===== src/sfttl_pkg.sv =====
// Package with the types and constants of the strip and fan assembler.
`default_nettype none
package sfttl_pkg;

    localparam int TEX_W          = 32;
    localparam int VERT_W         = 11;
    localparam int COUNT_W        = 12;
    localparam int LEFT_W         = 12;
    localparam int SEEN_W         = 2;
    localparam int MAX_PRIM_VERTS = 2048;

    // Item kind codes.
    localparam logic KIND_HEADER = 1'b0;
    localparam logic KIND_VERTEX = 1'b1;

    // Open primitive.
    typedef enum logic [1:0] {
        MODE_NONE  = 2'd0,
        MODE_STRIP = 2'd1,
        MODE_FAN   = 2'd2
    } t_mode;

    typedef struct packed {
        logic [TEX_W-1:0]  s;
        logic [TEX_W-1:0]  t;
        logic [VERT_W-1:0] index;
    } t_corner;

    typedef struct packed {
        t_corner a;
        t_corner b;
        t_corner c;
        logic    list_end;
    } t_tri;

    typedef struct packed {
        logic                      kind;
        logic signed [COUNT_W-1:0] prim_count;
        t_corner                   vert;
    } t_in_item;

endpackage
`default_nettype wire


===== src/sfttl_if.sv =====
// Request channel interfaces for command items and assembled triangles.
`default_nettype none
interface sfttl_in_if;
    logic                                        valid;
    logic                                        ready;
    logic                                        kind;
    logic signed [sfttl_pkg::COUNT_W-1:0]        prim_count;
    logic        [sfttl_pkg::TEX_W-1:0]          tex_s;
    logic        [sfttl_pkg::TEX_W-1:0]          tex_t;
    logic        [sfttl_pkg::VERT_W-1:0]         vert_index;

    modport source (output valid, kind, prim_count, tex_s, tex_t, vert_index, input ready);
    modport sink   (input valid, kind, prim_count, tex_s, tex_t, vert_index, output ready);
endinterface

interface sfttl_out_if;
    logic                           valid;
    logic                           ready;
    logic [sfttl_pkg::TEX_W-1:0]    a_s;
    logic [sfttl_pkg::TEX_W-1:0]    a_t;
    logic [sfttl_pkg::VERT_W-1:0]   a_index;
    logic [sfttl_pkg::TEX_W-1:0]    b_s;
    logic [sfttl_pkg::TEX_W-1:0]    b_t;
    logic [sfttl_pkg::VERT_W-1:0]   b_index;
    logic [sfttl_pkg::TEX_W-1:0]    c_s;
    logic [sfttl_pkg::TEX_W-1:0]    c_t;
    logic [sfttl_pkg::VERT_W-1:0]   c_index;
    logic                           list_end;

    modport source (output valid, a_s, a_t, a_index, b_s, b_t, b_index,
                    c_s, c_t, c_index, list_end, input ready);
    modport sink   (input valid, a_s, a_t, a_index, b_s, b_t, b_index,
                    c_s, c_t, c_index, list_end, output ready);
endinterface
`default_nettype wire


===== src/strip_fan_to_triangle_list.sv =====
// Triangles and end markers are registered in the result register, or the skid stage on a stall.
// Throughput: one command item per cycle; the result register plus a one-entry skid stage
// keep input ready high while the output is taken every cycle.
// Input ready drops only when both result register and skid stage hold unclaimed results.
// Reset is synchronous, active low: no primitive is open and both result stages are empty.
`default_nettype none
module strip_fan_to_triangle_list #(
    parameter int MAX_PRIM_VERTS = sfttl_pkg::MAX_PRIM_VERTS
) (
    input  wire logic    i_clk,
    input  wire logic    i_rst_n,
    sfttl_in_if.sink     i_in,
    sfttl_out_if.source  o_out
);
    import sfttl_pkg::*;

    t_in_item w_item;
    t_tri     w_tri;
    t_tri     w_out_tri;
    logic     w_emit;
    logic     w_buf_ready;
    logic     w_take;

    // Input request handshake.
    assign i_in.ready = w_buf_ready;
    assign w_take     = i_in.valid && w_buf_ready;

    assign w_item.kind       = i_in.kind;
    assign w_item.prim_count = i_in.prim_count;
    assign w_item.vert.s     = i_in.tex_s;
    assign w_item.vert.t     = i_in.tex_t;
    assign w_item.vert.index = i_in.vert_index;

    sfttl_core #(
        .MAX_PRIM_VERTS (MAX_PRIM_VERTS)
    ) u_core (
        .i_clk   (i_clk),
        .i_rst_n (i_rst_n),
        .i_take  (w_take),
        .i_item  (w_item),
        .o_emit  (w_emit),
        .o_tri   (w_tri)
    );

    sfttl_out_buf u_out_buf (
        .i_clk       (i_clk),
        .i_rst_n     (i_rst_n),
        .i_push      (w_take && w_emit),
        .i_tri       (w_tri),
        .o_ready     (w_buf_ready),
        .o_valid     (o_out.valid),
        .i_pop_ready (o_out.ready),
        .o_tri       (w_out_tri)
    );

    // Output request payload.
    assign o_out.a_s      = w_out_tri.a.s;
    assign o_out.a_t      = w_out_tri.a.t;
    assign o_out.a_index  = w_out_tri.a.index;
    assign o_out.b_s      = w_out_tri.b.s;
    assign o_out.b_t      = w_out_tri.b.t;
    assign o_out.b_index  = w_out_tri.b.index;
    assign o_out.c_s      = w_out_tri.c.s;
    assign o_out.c_t      = w_out_tri.c.t;
    assign o_out.c_index  = w_out_tri.c.index;
    assign o_out.list_end = w_out_tri.list_end;

endmodule
`default_nettype wire


===== src/sfttl_core.sv =====
// Primitive state and triangle assembly for one accepted command item.
`default_nettype none
module sfttl_core #(
    parameter int MAX_PRIM_VERTS = sfttl_pkg::MAX_PRIM_VERTS
) (
    input  wire logic                i_clk,
    input  wire logic                i_rst_n,
    input  wire logic                i_take,
    input  wire sfttl_pkg::t_in_item i_item,
    output logic                     o_emit,
    output sfttl_pkg::t_tri          o_tri
);
    import sfttl_pkg::*;

    localparam int CMP_W = COUNT_W + 2;
    localparam logic signed [CMP_W-1:0] LP_MAX = CMP_W'(MAX_PRIM_VERTS);
    localparam logic signed [CMP_W-1:0] LP_MIN = CMP_W'(3);

    t_mode              r_mode, n_mode;
    logic [LEFT_W-1:0]  r_left, n_left;
    logic [SEEN_W-1:0]  r_seen, n_seen;
    logic               r_flip, n_flip;
    t_corner            r_centre, n_centre;
    t_corner            r_older, n_older;
    t_corner            r_newer, n_newer;

    logic signed [CMP_W-1:0] w_count;
    logic [COUNT_W:0]        w_neg;
    logic                    w_is_strip;
    logic                    w_is_fan;
    logic                    w_header;
    logic                    w_vert_open;

    // Header decode on a sign-extended count.
    assign w_count    = CMP_W'(i_item.prim_count);
    assign w_neg      = (COUNT_W + 1)'(-w_count);
    assign w_is_strip = (w_count >= LP_MIN) && (w_count < LP_MAX);
    assign w_is_fan   = (w_count <= -LP_MIN) && (w_count > -LP_MAX);
    assign w_header   = i_take && (i_item.kind == KIND_HEADER);
    assign w_vert_open = i_take && (i_item.kind == KIND_VERTEX)
                       && (r_mode != MODE_NONE) && (r_left != '0);

    // Next state of the open primitive and the vertex history.
    always_comb begin
        n_mode   = r_mode;
        n_left   = r_left;
        n_seen   = r_seen;
        n_flip   = r_flip;
        n_centre = r_centre;
        n_older  = r_older;
        n_newer  = r_newer;
        if (w_header) begin
            n_seen = '0;
            n_flip = 1'b0;
            if (w_is_strip) begin
                n_mode = MODE_STRIP;
                n_left = w_count[LEFT_W-1:0];
            end else if (w_is_fan) begin
                n_mode = MODE_FAN;
                n_left = w_neg[LEFT_W-1:0];
            end else begin
                n_mode = MODE_NONE;
                n_left = '0;
            end
        end else if (w_vert_open) begin
            case (r_seen)
                2'd0: begin
                    n_centre = i_item.vert;
                    n_older  = i_item.vert;
                    n_seen   = 2'd1;
                end
                2'd1: begin
                    n_newer = i_item.vert;
                    n_seen  = 2'd2;
                end
                default: begin
                    if (r_seen == 2'd3 && r_mode == MODE_STRIP) begin
                        n_flip = ~r_flip;
                    end
                    n_older = r_newer;
                    n_newer = i_item.vert;
                    n_seen  = 2'd3;
                end
            endcase
            n_left = r_left - 1'b1;
            if (n_left == '0) begin
                n_mode = MODE_NONE;
            end
        end
    end

    // Triangle or end marker for the item being accepted.
    always_comb begin
        o_emit = 1'b0;
        o_tri  = '0;
        if (w_header) begin
            if (!w_is_strip && !w_is_fan) begin
                o_emit        = 1'b1;
                o_tri.list_end = 1'b1;
            end
        end else if (w_vert_open && r_seen[1]) begin
            o_emit = 1'b1;
            o_tri.c = i_item.vert;
            if (r_seen == 2'd2) begin
                o_tri.a = r_older;
                o_tri.b = r_newer;
            end else if (r_mode == MODE_FAN) begin
                o_tri.a = i_item.vert;
                o_tri.b = r_centre;
                o_tri.c = r_newer;
            end else if (!r_flip) begin
                o_tri.a = r_newer;
                o_tri.b = r_older;
            end else begin
                o_tri.a = r_older;
                o_tri.b = r_newer;
            end
        end
    end

    // Control state.
    always_ff @(posedge i_clk) begin
        if (!i_rst_n) begin
            r_mode <= MODE_NONE;
            r_left <= '0;
            r_seen <= '0;
            r_flip <= 1'b0;
        end else begin
            r_mode <= n_mode;
            r_left <= n_left;
            r_seen <= n_seen;
            r_flip <= n_flip;
        end
    end

    // Vertex history.
    always_ff @(posedge i_clk) begin
        r_centre <= n_centre;
        r_older  <= n_older;
        r_newer  <= n_newer;
    end

endmodule
`default_nettype wire


===== src/sfttl_out_buf.sv =====
// Result register with a skid stage for the triangle channel.
`default_nettype none
module sfttl_out_buf (
    input  wire logic            i_clk,
    input  wire logic            i_rst_n,
    input  wire logic            i_push,
    input  wire sfttl_pkg::t_tri i_tri,
    output logic                 o_ready,
    output logic                 o_valid,
    input  wire logic            i_pop_ready,
    output sfttl_pkg::t_tri      o_tri
);
    import sfttl_pkg::*;

    logic r_main_valid;
    logic r_skid_valid;
    t_tri r_main;
    t_tri r_skid;
    logic w_pop;

    assign o_ready = !r_skid_valid;
    assign o_valid = r_main_valid;
    assign o_tri   = r_main;
    assign w_pop   = r_main_valid && i_pop_ready;

    // Valid flags: the skid stage fills only when the result register is stalled.
    always_ff @(posedge i_clk) begin
        if (!i_rst_n) begin
            r_main_valid <= 1'b0;
            r_skid_valid <= 1'b0;
        end else if (r_skid_valid) begin
            if (w_pop) begin
                r_skid_valid <= 1'b0;
            end
        end else if (i_push) begin
            if (r_main_valid && !w_pop) begin
                r_skid_valid <= 1'b1;
            end else begin
                r_main_valid <= 1'b1;
            end
        end else if (w_pop) begin
            r_main_valid <= 1'b0;
        end
    end

    // Payload registers.
    always_ff @(posedge i_clk) begin
        if (r_skid_valid) begin
            if (w_pop) begin
                r_main <= r_skid;
            end
        end else if (i_push) begin
            if (r_main_valid && !w_pop) begin
                r_skid <= i_tri;
            end else begin
                r_main <= i_tri;
            end
        end
    end

endmodule
`default_nettype wire


===== src/flat_wrapper.sv =====
// flat-port wrapper written by rule: the top's interface ports become plain ports
module strip_fan_to_triangle_list_flat import sfttl_pkg::*;
#(
    parameter int MAX_PRIM_VERTS = sfttl_pkg::MAX_PRIM_VERTS
)
  (i_clk, i_rst_n, i_in_valid, i_in_kind, i_in_prim_count, i_in_tex_s, i_in_tex_t, i_in_vert_index, i_in_ready, o_out_valid, o_out_a_s, o_out_a_t, o_out_a_index, o_out_b_s, o_out_b_t, o_out_b_index, o_out_c_s, o_out_c_t, o_out_c_index, o_out_list_end, o_out_ready);
  sfttl_in_if i_in_i ();
  sfttl_out_if o_out_i ();
  input  wire logic i_clk;
  input  wire logic i_rst_n;
  input wire logic [$bits(i_in_i.valid)-1:0] i_in_valid;
  input wire logic [$bits(i_in_i.kind)-1:0] i_in_kind;
  input wire logic [$bits(i_in_i.prim_count)-1:0] i_in_prim_count;
  input wire logic [$bits(i_in_i.tex_s)-1:0] i_in_tex_s;
  input wire logic [$bits(i_in_i.tex_t)-1:0] i_in_tex_t;
  input wire logic [$bits(i_in_i.vert_index)-1:0] i_in_vert_index;
  output wire logic [$bits(i_in_i.ready)-1:0] i_in_ready;
  output wire logic [$bits(o_out_i.valid)-1:0] o_out_valid;
  output wire logic [$bits(o_out_i.a_s)-1:0] o_out_a_s;
  output wire logic [$bits(o_out_i.a_t)-1:0] o_out_a_t;
  output wire logic [$bits(o_out_i.a_index)-1:0] o_out_a_index;
  output wire logic [$bits(o_out_i.b_s)-1:0] o_out_b_s;
  output wire logic [$bits(o_out_i.b_t)-1:0] o_out_b_t;
  output wire logic [$bits(o_out_i.b_index)-1:0] o_out_b_index;
  output wire logic [$bits(o_out_i.c_s)-1:0] o_out_c_s;
  output wire logic [$bits(o_out_i.c_t)-1:0] o_out_c_t;
  output wire logic [$bits(o_out_i.c_index)-1:0] o_out_c_index;
  output wire logic [$bits(o_out_i.list_end)-1:0] o_out_list_end;
  input wire logic [$bits(o_out_i.ready)-1:0] o_out_ready;
  assign i_in_i.valid = i_in_valid;
  assign i_in_i.kind = i_in_kind;
  assign i_in_i.prim_count = i_in_prim_count;
  assign i_in_i.tex_s = i_in_tex_s;
  assign i_in_i.tex_t = i_in_tex_t;
  assign i_in_i.vert_index = i_in_vert_index;
  assign i_in_ready = i_in_i.ready;
  assign o_out_valid = o_out_i.valid;
  assign o_out_a_s = o_out_i.a_s;
  assign o_out_a_t = o_out_i.a_t;
  assign o_out_a_index = o_out_i.a_index;
  assign o_out_b_s = o_out_i.b_s;
  assign o_out_b_t = o_out_i.b_t;
  assign o_out_b_index = o_out_i.b_index;
  assign o_out_c_s = o_out_i.c_s;
  assign o_out_c_t = o_out_i.c_t;
  assign o_out_c_index = o_out_i.c_index;
  assign o_out_list_end = o_out_i.list_end;
  assign o_out_i.ready = o_out_ready;
  strip_fan_to_triangle_list #(.MAX_PRIM_VERTS(MAX_PRIM_VERTS)) u_core (.i_clk(i_clk), .i_rst_n(i_rst_n), .i_in(i_in_i), .o_out(o_out_i));
endmodule

===== config.mk =====
export PLATFORM = sky130hd
export DESIGN_NAME = strip_fan_to_triangle_list_flat
export DESIGN_NICKNAME = d
export VERILOG_FILES = /design/src/sfttl_pkg.sv /design/src/sfttl_if.sv /design/src/strip_fan_to_triangle_list.sv /design/src/sfttl_core.sv /design/src/sfttl_out_buf.sv /design/src/flat_wrapper.sv
export SDC_FILE = /design/constraint.sdc
export NUM_CORES = 1
export LEC_CHECK = 0
export BUFFER_PORTS_ARGS = -buffer_cell sky130_fd_sc_hd__buf_2
export CORE_ASPECT_RATIO = 0.75
export CORE_MARGIN = 2
export CORE_UTILIZATION = 40
export DETAILED_ROUTE_END_ITERATION = 7
export PLACE_DENSITY = 0.64
export SLEW_MARGIN = 20
export SYNTH_ARGS = -nofsm -noshare
export SYNTH_HDL_FRONTEND = slang
export SYNTH_SLANG_ARGS = --single-unit

===== constraint.sdc =====
create_clock -name i_clk -period 12.85 [get_ports i_clk]
set_input_delay 0.6425 -clock i_clk [delete_from_list [all_inputs] [get_ports i_clk]]
set_output_delay 0.6425 -clock i_clk [all_outputs]
set_load 0.05 [all_outputs]

After elaboration in Yosys (flattened, before gate mapping). Cells that the tools add are included.

Word-level logic and storage cells: 125. Register bits after elaboration: 696. Input bits: 92. Output and inout bits: 228.

$lt $le $gt $ge: 4. Multiplexer cells: 33. Equality and inequality tests: 8. Reduce and logical (&&, ||, !) cells: 35. Bitwise logic cells: 8. $add $sub $neg: 2.

Operators with widths (count): $mux 226 (4); $mux 150 (3); $mux 225 (2); $mux 75 (2); $pmux 75 s2 (1); $mux 12 (4); $reduce_and 3->1 (7); $logic_and 1x1->1 (13); $lt 12x13->1 const B (1); $ge 12x3->1 const B (1); $gt 12x12->1 const B (1); $le 12x3->1 const B (1); $logic_not 12->1 (1); $neg 12->12 (1); $reduce_bool 12->1 (1); $sub 12x1->12 const B (1); $mux 1 (11); $mux 2 (5); $reduce_bool 2->1 (5); $not 1->1 (8); $eq 2x2->1 const B (3); $eq 2x1->1 const B (2); $logic_not 1->1 (4); $ne 2x2->1 const B (2); 5 further kinds (6).

Depth between registers and ports, before layout.
Word-level depth: 11. Gate-level depth with buffers: 12. Mapped depth without buffers: 7.

Modules after synthesis. A second synthesis with hierarchy kept.

Cells, all modules: 2025. Area total of the unflattened synthesis: 29928.7 um^2.

By module, submodules not included: sfttl_out_buf (cells each 718, area an instance 16559.6 um^2, sequential area each 13613.1 um^2, instances 1); sfttl_core (cells each 1305, area an instance 13356.6 um^2, sequential area each 7096.8 um^2, instances 1); strip_fan_to_triangle_list (cells each 2, area an instance 12.5 um^2, sequential area each 0.0 um^2, instances 1).

Worst setup path before layout. Ideal clock, no wire load.

Kind: input -> register. Start: in i_in_prim_count[1]. End: reg u_core.u_out_buf.r_main, in the netlist u_core.u_out_buf.o_tri[0], enable pin. Setup time: 0.888 ns. Stages: 7. Buffers on the path: 0. Data arrival time: 13.011 ns. Data required time: 11.962 ns. Slack: -1.049 ns. Path through: inv_1 ha_1 or4bb_1 or3_1 nand3_1 a32oi_1 a21oi_1.

Longest elaborated chain between the ends: 9. Elaborated cells on any way between the ends: 14. Classes of those cells: order compare (4); mux (2); reduce/logical (8).

Ends and longest elaborated chain: start, declared (RTL line flat_wrapper.sv:13) `input wire logic [$bits(i_in_i.prim_count)-1:0] i_in_prim_count;`; $lt 12x13->1, or another cell as far along (RTL line sfttl_core.sv:37) `assign w_is_strip = (w_count >= LP_MIN) && (w_count < LP_MAX);`; $logic_and 1x1->1 (on tied branches) (RTL line sfttl_core.sv:37, sfttl_core.sv:38); $logic_not 1->1 (RTL line sfttl_core.sv:97) `if (!w_is_strip && !w_is_fan) begin`; $logic_and 1x1->1 (*) (RTL line sfttl_core.sv:97); $mux 1 (*) (RTL line sfttl_core.sv:97); $mux 1 (*) (RTL line sfttl_core.sv:96) `if (w_header) begin`; $logic_and 1x1->1 (*) (RTL line strip_fan_to_triangle_list.sv:48) `.i_push (w_take && w_emit),`; $reduce_bool 2->1 (no source line) (*); $reduce_and 3->1 (no source line) (*); end signal, assigned (RTL line sfttl_out_buf.sv:50) `r_main <= r_skid;`; end signal, assigned (RTL line sfttl_out_buf.sv:56) `r_main <= i_tri;`; end, declared (RTL line sfttl_out_buf.sv:17) `t_tri r_main;`.

Mark *: on every way between the ends. The rest lies on a longest branch, timed or not. A chain may end at the register's enable or synchronous reset.

Worst setup path after layout.
Start: in i_in_prim_count[0]. End: reg u_core.u_out_buf.r_skid[193] in the netlist's numbering, enable pin.

Longest elaborated chain between the ends: 8. Elaborated cells on any way between the ends: 13. Classes of those cells: order compare (4); mux (2); reduce/logical (7).

Ends and longest elaborated chain: $lt 12x13->1, or another cell as far along (RTL line sfttl_core.sv:37); $logic_and 1x1->1 (on tied branches) (RTL line sfttl_core.sv:37, sfttl_core.sv:38); $logic_not 1->1 (RTL line sfttl_core.sv:97); $logic_and 1x1->1 (*) (RTL line sfttl_core.sv:97); $mux 1 (*) (RTL line sfttl_core.sv:97); $mux 1 (*) (RTL line sfttl_core.sv:96); $logic_and 1x1->1 (*) (RTL line strip_fan_to_triangle_list.sv:48); $reduce_and 3->1 (no source line) (*); end signal, assigned (RTL line sfttl_out_buf.sv:54) `r_skid <= i_tri;`; end, declared (RTL line sfttl_out_buf.sv:18) `t_tri r_skid;`.

Marks and branches as above.

==> results.txt <==
Run status: completed
Mux cell area share after synthesis: 5.47%
Die Width: 316 um
Gr ovfl total: 0
Pin count of the biggest net entering global routing: 146
FF+latch count, synth: 696
Initial Util: 40.5%
Required @ worst endpoint: 13.12 ns
FP Rows: 85
Least-Margin Pin Slew: 1.16 ns
Cells after Synth: 1929
Total CTS buffers: 71
Initial antenna violation count: 13
Boundary Pins: 320
CP peak stage delay: 0.75 ns
Total track usage: 18.6%
Final Hold Fails: 0
Largest family of logic cells by synthesized area: compound AO/OA/AOI/OAI gates
Initial DRC count: 1582
Area growth from synthesis to layout: 16.4%
Post-synth EDFFs: 677
Netlist Area Pre-Place: 29200 um2
Clock transition at path regs: 0.07 ns
Clock Skew: 0.0208 ns
Fin crit period: 4.84 ns
Largest area contributor in the netlist: edfxtp_1
VDD IR max: 0.0735 mV
Period utilization: 37.7%
Total chip power: 4.88 mW
Root Buffer: clkbuf_16
Largest cells by area after synthesis: edfxtp_1 (70%), a21o_1 (5.8%), o22ai_1 (3.2%), nor2_1 (3.0%), a211oi_2 (3.0%)
Residual DRC: 0
Drt via density: 5.66
RSZ-0062 raised after global routing: no
First-pass GRT wire length: 108 mm
Max_cap viols: 0
IO buf count: 319
Delay-heaviest family, CP: simple AND/OR/NAND/NOR gates
Top cell by count, worst path: buf_4
Post-synthesis simple-gate area fraction: 4.92%
Initial DRT Pass Iterations: 6
Cts repair resizes: 0
Sequential share of the synthesized area: 71.0%
Yosys cell types: 56
CP Data Arrival Time: 5.11 ns
Commonest register cell after synthesis: edfxtp_1
Fraction of layout cells with a size suffix above 1: 27.4%
Critical-path maximum fanout: 56
Die height: 238 um
Final setup viols: 0
Ys async rst share: 0%
Setup Fix Bufs, Post-CTS: 0
Clock sink total: 696
Worst Hold Class: in2reg
FILL cells: 6237
Xor/xnor share of the synthesized area: 0.330%
CTS tree: yes
Final HPWL DP: 41.1 mm
Complex-gate fraction of the synthesized area: 15.3%
Slew HR: 23.0%
Final setup TNS: 0 ns
Synth Area in Adders: 0.257%
LEAKAGE: 13.9 nW
RD Place Congestion: 0.883
Syn_nets: 2027
Maximum operating frequency: 0.207 GHz
Post-synth top area share: 69.7%
Via count: 18200
Maximum buffer depth of the clock tree: 3
Core box area: 72000 um2
Crit Path Class: in2reg
Worst setup SP type: input port
Syn Area/Cell: 15.1 um2
Power per standard cell area: 144 nW/um2
Total wire length: 71.4 mm
Final #Nets: 2296
Later-pin clock latency in the skew report: 0.60 ns
Hold-fix buffers, CTS: 0
Slowest cell on crit path: nor2b_4
Buf/Inv on CP: 5
Synth Warn #: 0
Crit end category: flop
DRT antenna net count: 0
Crit-path cells: buf_2 > inv_1 > ha_1 > or4bb_1 > or3_1 > nand3_1 > a32oi_1 > nor2b_4 > buf_4 > buf_4 > buf_12
Vias in the first global route: 17800
Die area: 75100 um2
CTS H-tree depth: 3
Drt wl/cell: 22.2 um
Slew Limit Fails: 0
==> through the flow <==
step	cell area (um2)	setup WS, ns	cells	util (%)	hold slack [ns]
2_1_floorplan	29200	0.000284	1929	-	0.459
3_3_place_gp	31500	7.38	3081	43.8	0.501
3_5_place_dp	31500	7.26	3081	43.8	0.505
5_1_grt	34000	7.68	3214	47.2	0.248
4_1_cts	33900	7.86	3210	47.1	0.230
6_report	34000	8.01	3215	47.2	0.272
==> flip-flops by register name (all words and copies together), names as in the netlist <==
register and cells:
u_core.u_out_buf.o_valid 1, u_core.u_core.r_older 75, u_core.u_out_buf.r_skid_valid 1, u_core.u_out_buf.r_skid 226, u_core.u_core.r_flip 1, u_core.u_core.r_left 12, u_core.u_out_buf.o_tri 226, u_core.u_core.r_mode 2
u_core.u_core.r_seen 2, u_core.u_core.r_newer 75, u_core.u_core.r_centre 75
==> worst reg2reg max path, delay by kind of cell, from the launching register on <==
| kind | cells | cell delay (ns) |
|---|---|---|
| flip-flops | 1 | 0.34 |
| AND/OR/NAND/NOR | 3 | 1.90 |
| buffers and inverters | 3 | 1.74 |
| AO/OA/AOI/OAI | 1 | 0.49 |
==> report_power, final <==
part           total, mW  internal (mW)  switching [mW]
registers           2.52           2.50          0.0152
logic              0.233         0.0690           0.164
clock network       2.13           1.26           0.868
total               4.88           3.83            1.05
==> layout make-up <==
class	count	area, um2	share of cell area (%)
antenna	4	10.0	0.0295
tap	957	1200	3.53
timing repair buffer	346	1820	5.37
clock inverter	41	489	1.44
sequential	696	20700	61.0
inverter	12	45.0	0.133
multi-input combinational	1071	7770	22.9
clock buffer	88	1900	5.61
==> synth_stat cells, types with 9 or more instances <==
cell type  instances
mux2i_1           75
o21ai_0            9
a211oi_2          70
clkbuf_1         105
edfxtp_1         677
o22ai_1          151
buf_2             27
nand3_1           14
mux2_2            75
inv_1             12
dfxtp_1           19
a21o_1           225
nand2_1           14
nor3_1            11
a211oi_1          81
nor2_1           235
==> placed cells by master (no fill, tap or decap), drive strengths merged, types with 7 or more instances in the layout <==
| cell | Yosys | routed |
|---|---|---|
| clkinv | 0 | 26 |
| nor2 | 235 | 235 |
| nor3 | 11 | 11 |
| mux2i | 75 | 75 |
| bufinv | 0 | 10 |
| buf | 45 | 346 |
| o22ai | 151 | 151 |
| nand3 | 15 | 15 |
| nand2b | 7 | 7 |
| inv | 12 | 14 |
| o21ai | 9 | 9 |
| or4 | 7 | 7 |
| edfxtp | 677 | 677 |
| mux2 | 75 | 75 |
| nor4 | 7 | 7 |
| a21oi | 8 | 8 |
| xnor2 | 7 | 7 |
| a31oi | 7 | 7 |
| a21o | 225 | 225 |
| a211oi | 151 | 151 |
| clkbuf | 105 | 88 |
| dfxtp | 19 | 19 |
| nand2 | 14 | 14 |
==> routing by layer <==
metal | track usage [%] | wire length, um
met3 | 4.38 | 4990
met5 | 0 | 92
met1 | 26.2 | 31600
met4 | 5.63 | 1770
met2 | 28.6 | 33000
==> kinds of logic after synthesis <==
family	after synthesis
adders and majority gates	6
AOI/OAI and AO/OA	577
muxes	150
and+or+nand+nor	327
buffers and inverters	162
DFF	696
xor gates and xnor gates	11
==> path summary, 6_finish.rpt <==
check / startpoint / end / slack, ns / cells past startpoint
min reg2reg: u_core.u_out_buf.r_skid[125] / u_core.u_out_buf.o_tri[125] / 0.52 / 1
max reg2reg: u_core.u_out_buf.r_skid_valid / u_core.u_out_buf.r_skid[193] / 8.02 / 7
max: i_in_prim_count[0] / u_core.u_out_buf.r_skid[193] / 8.01 / 11
min: i_in_tex_s[14] / u_core.u_core.r_newer[57] / 0.27 / 1
(Power assumes the default switching activity.)
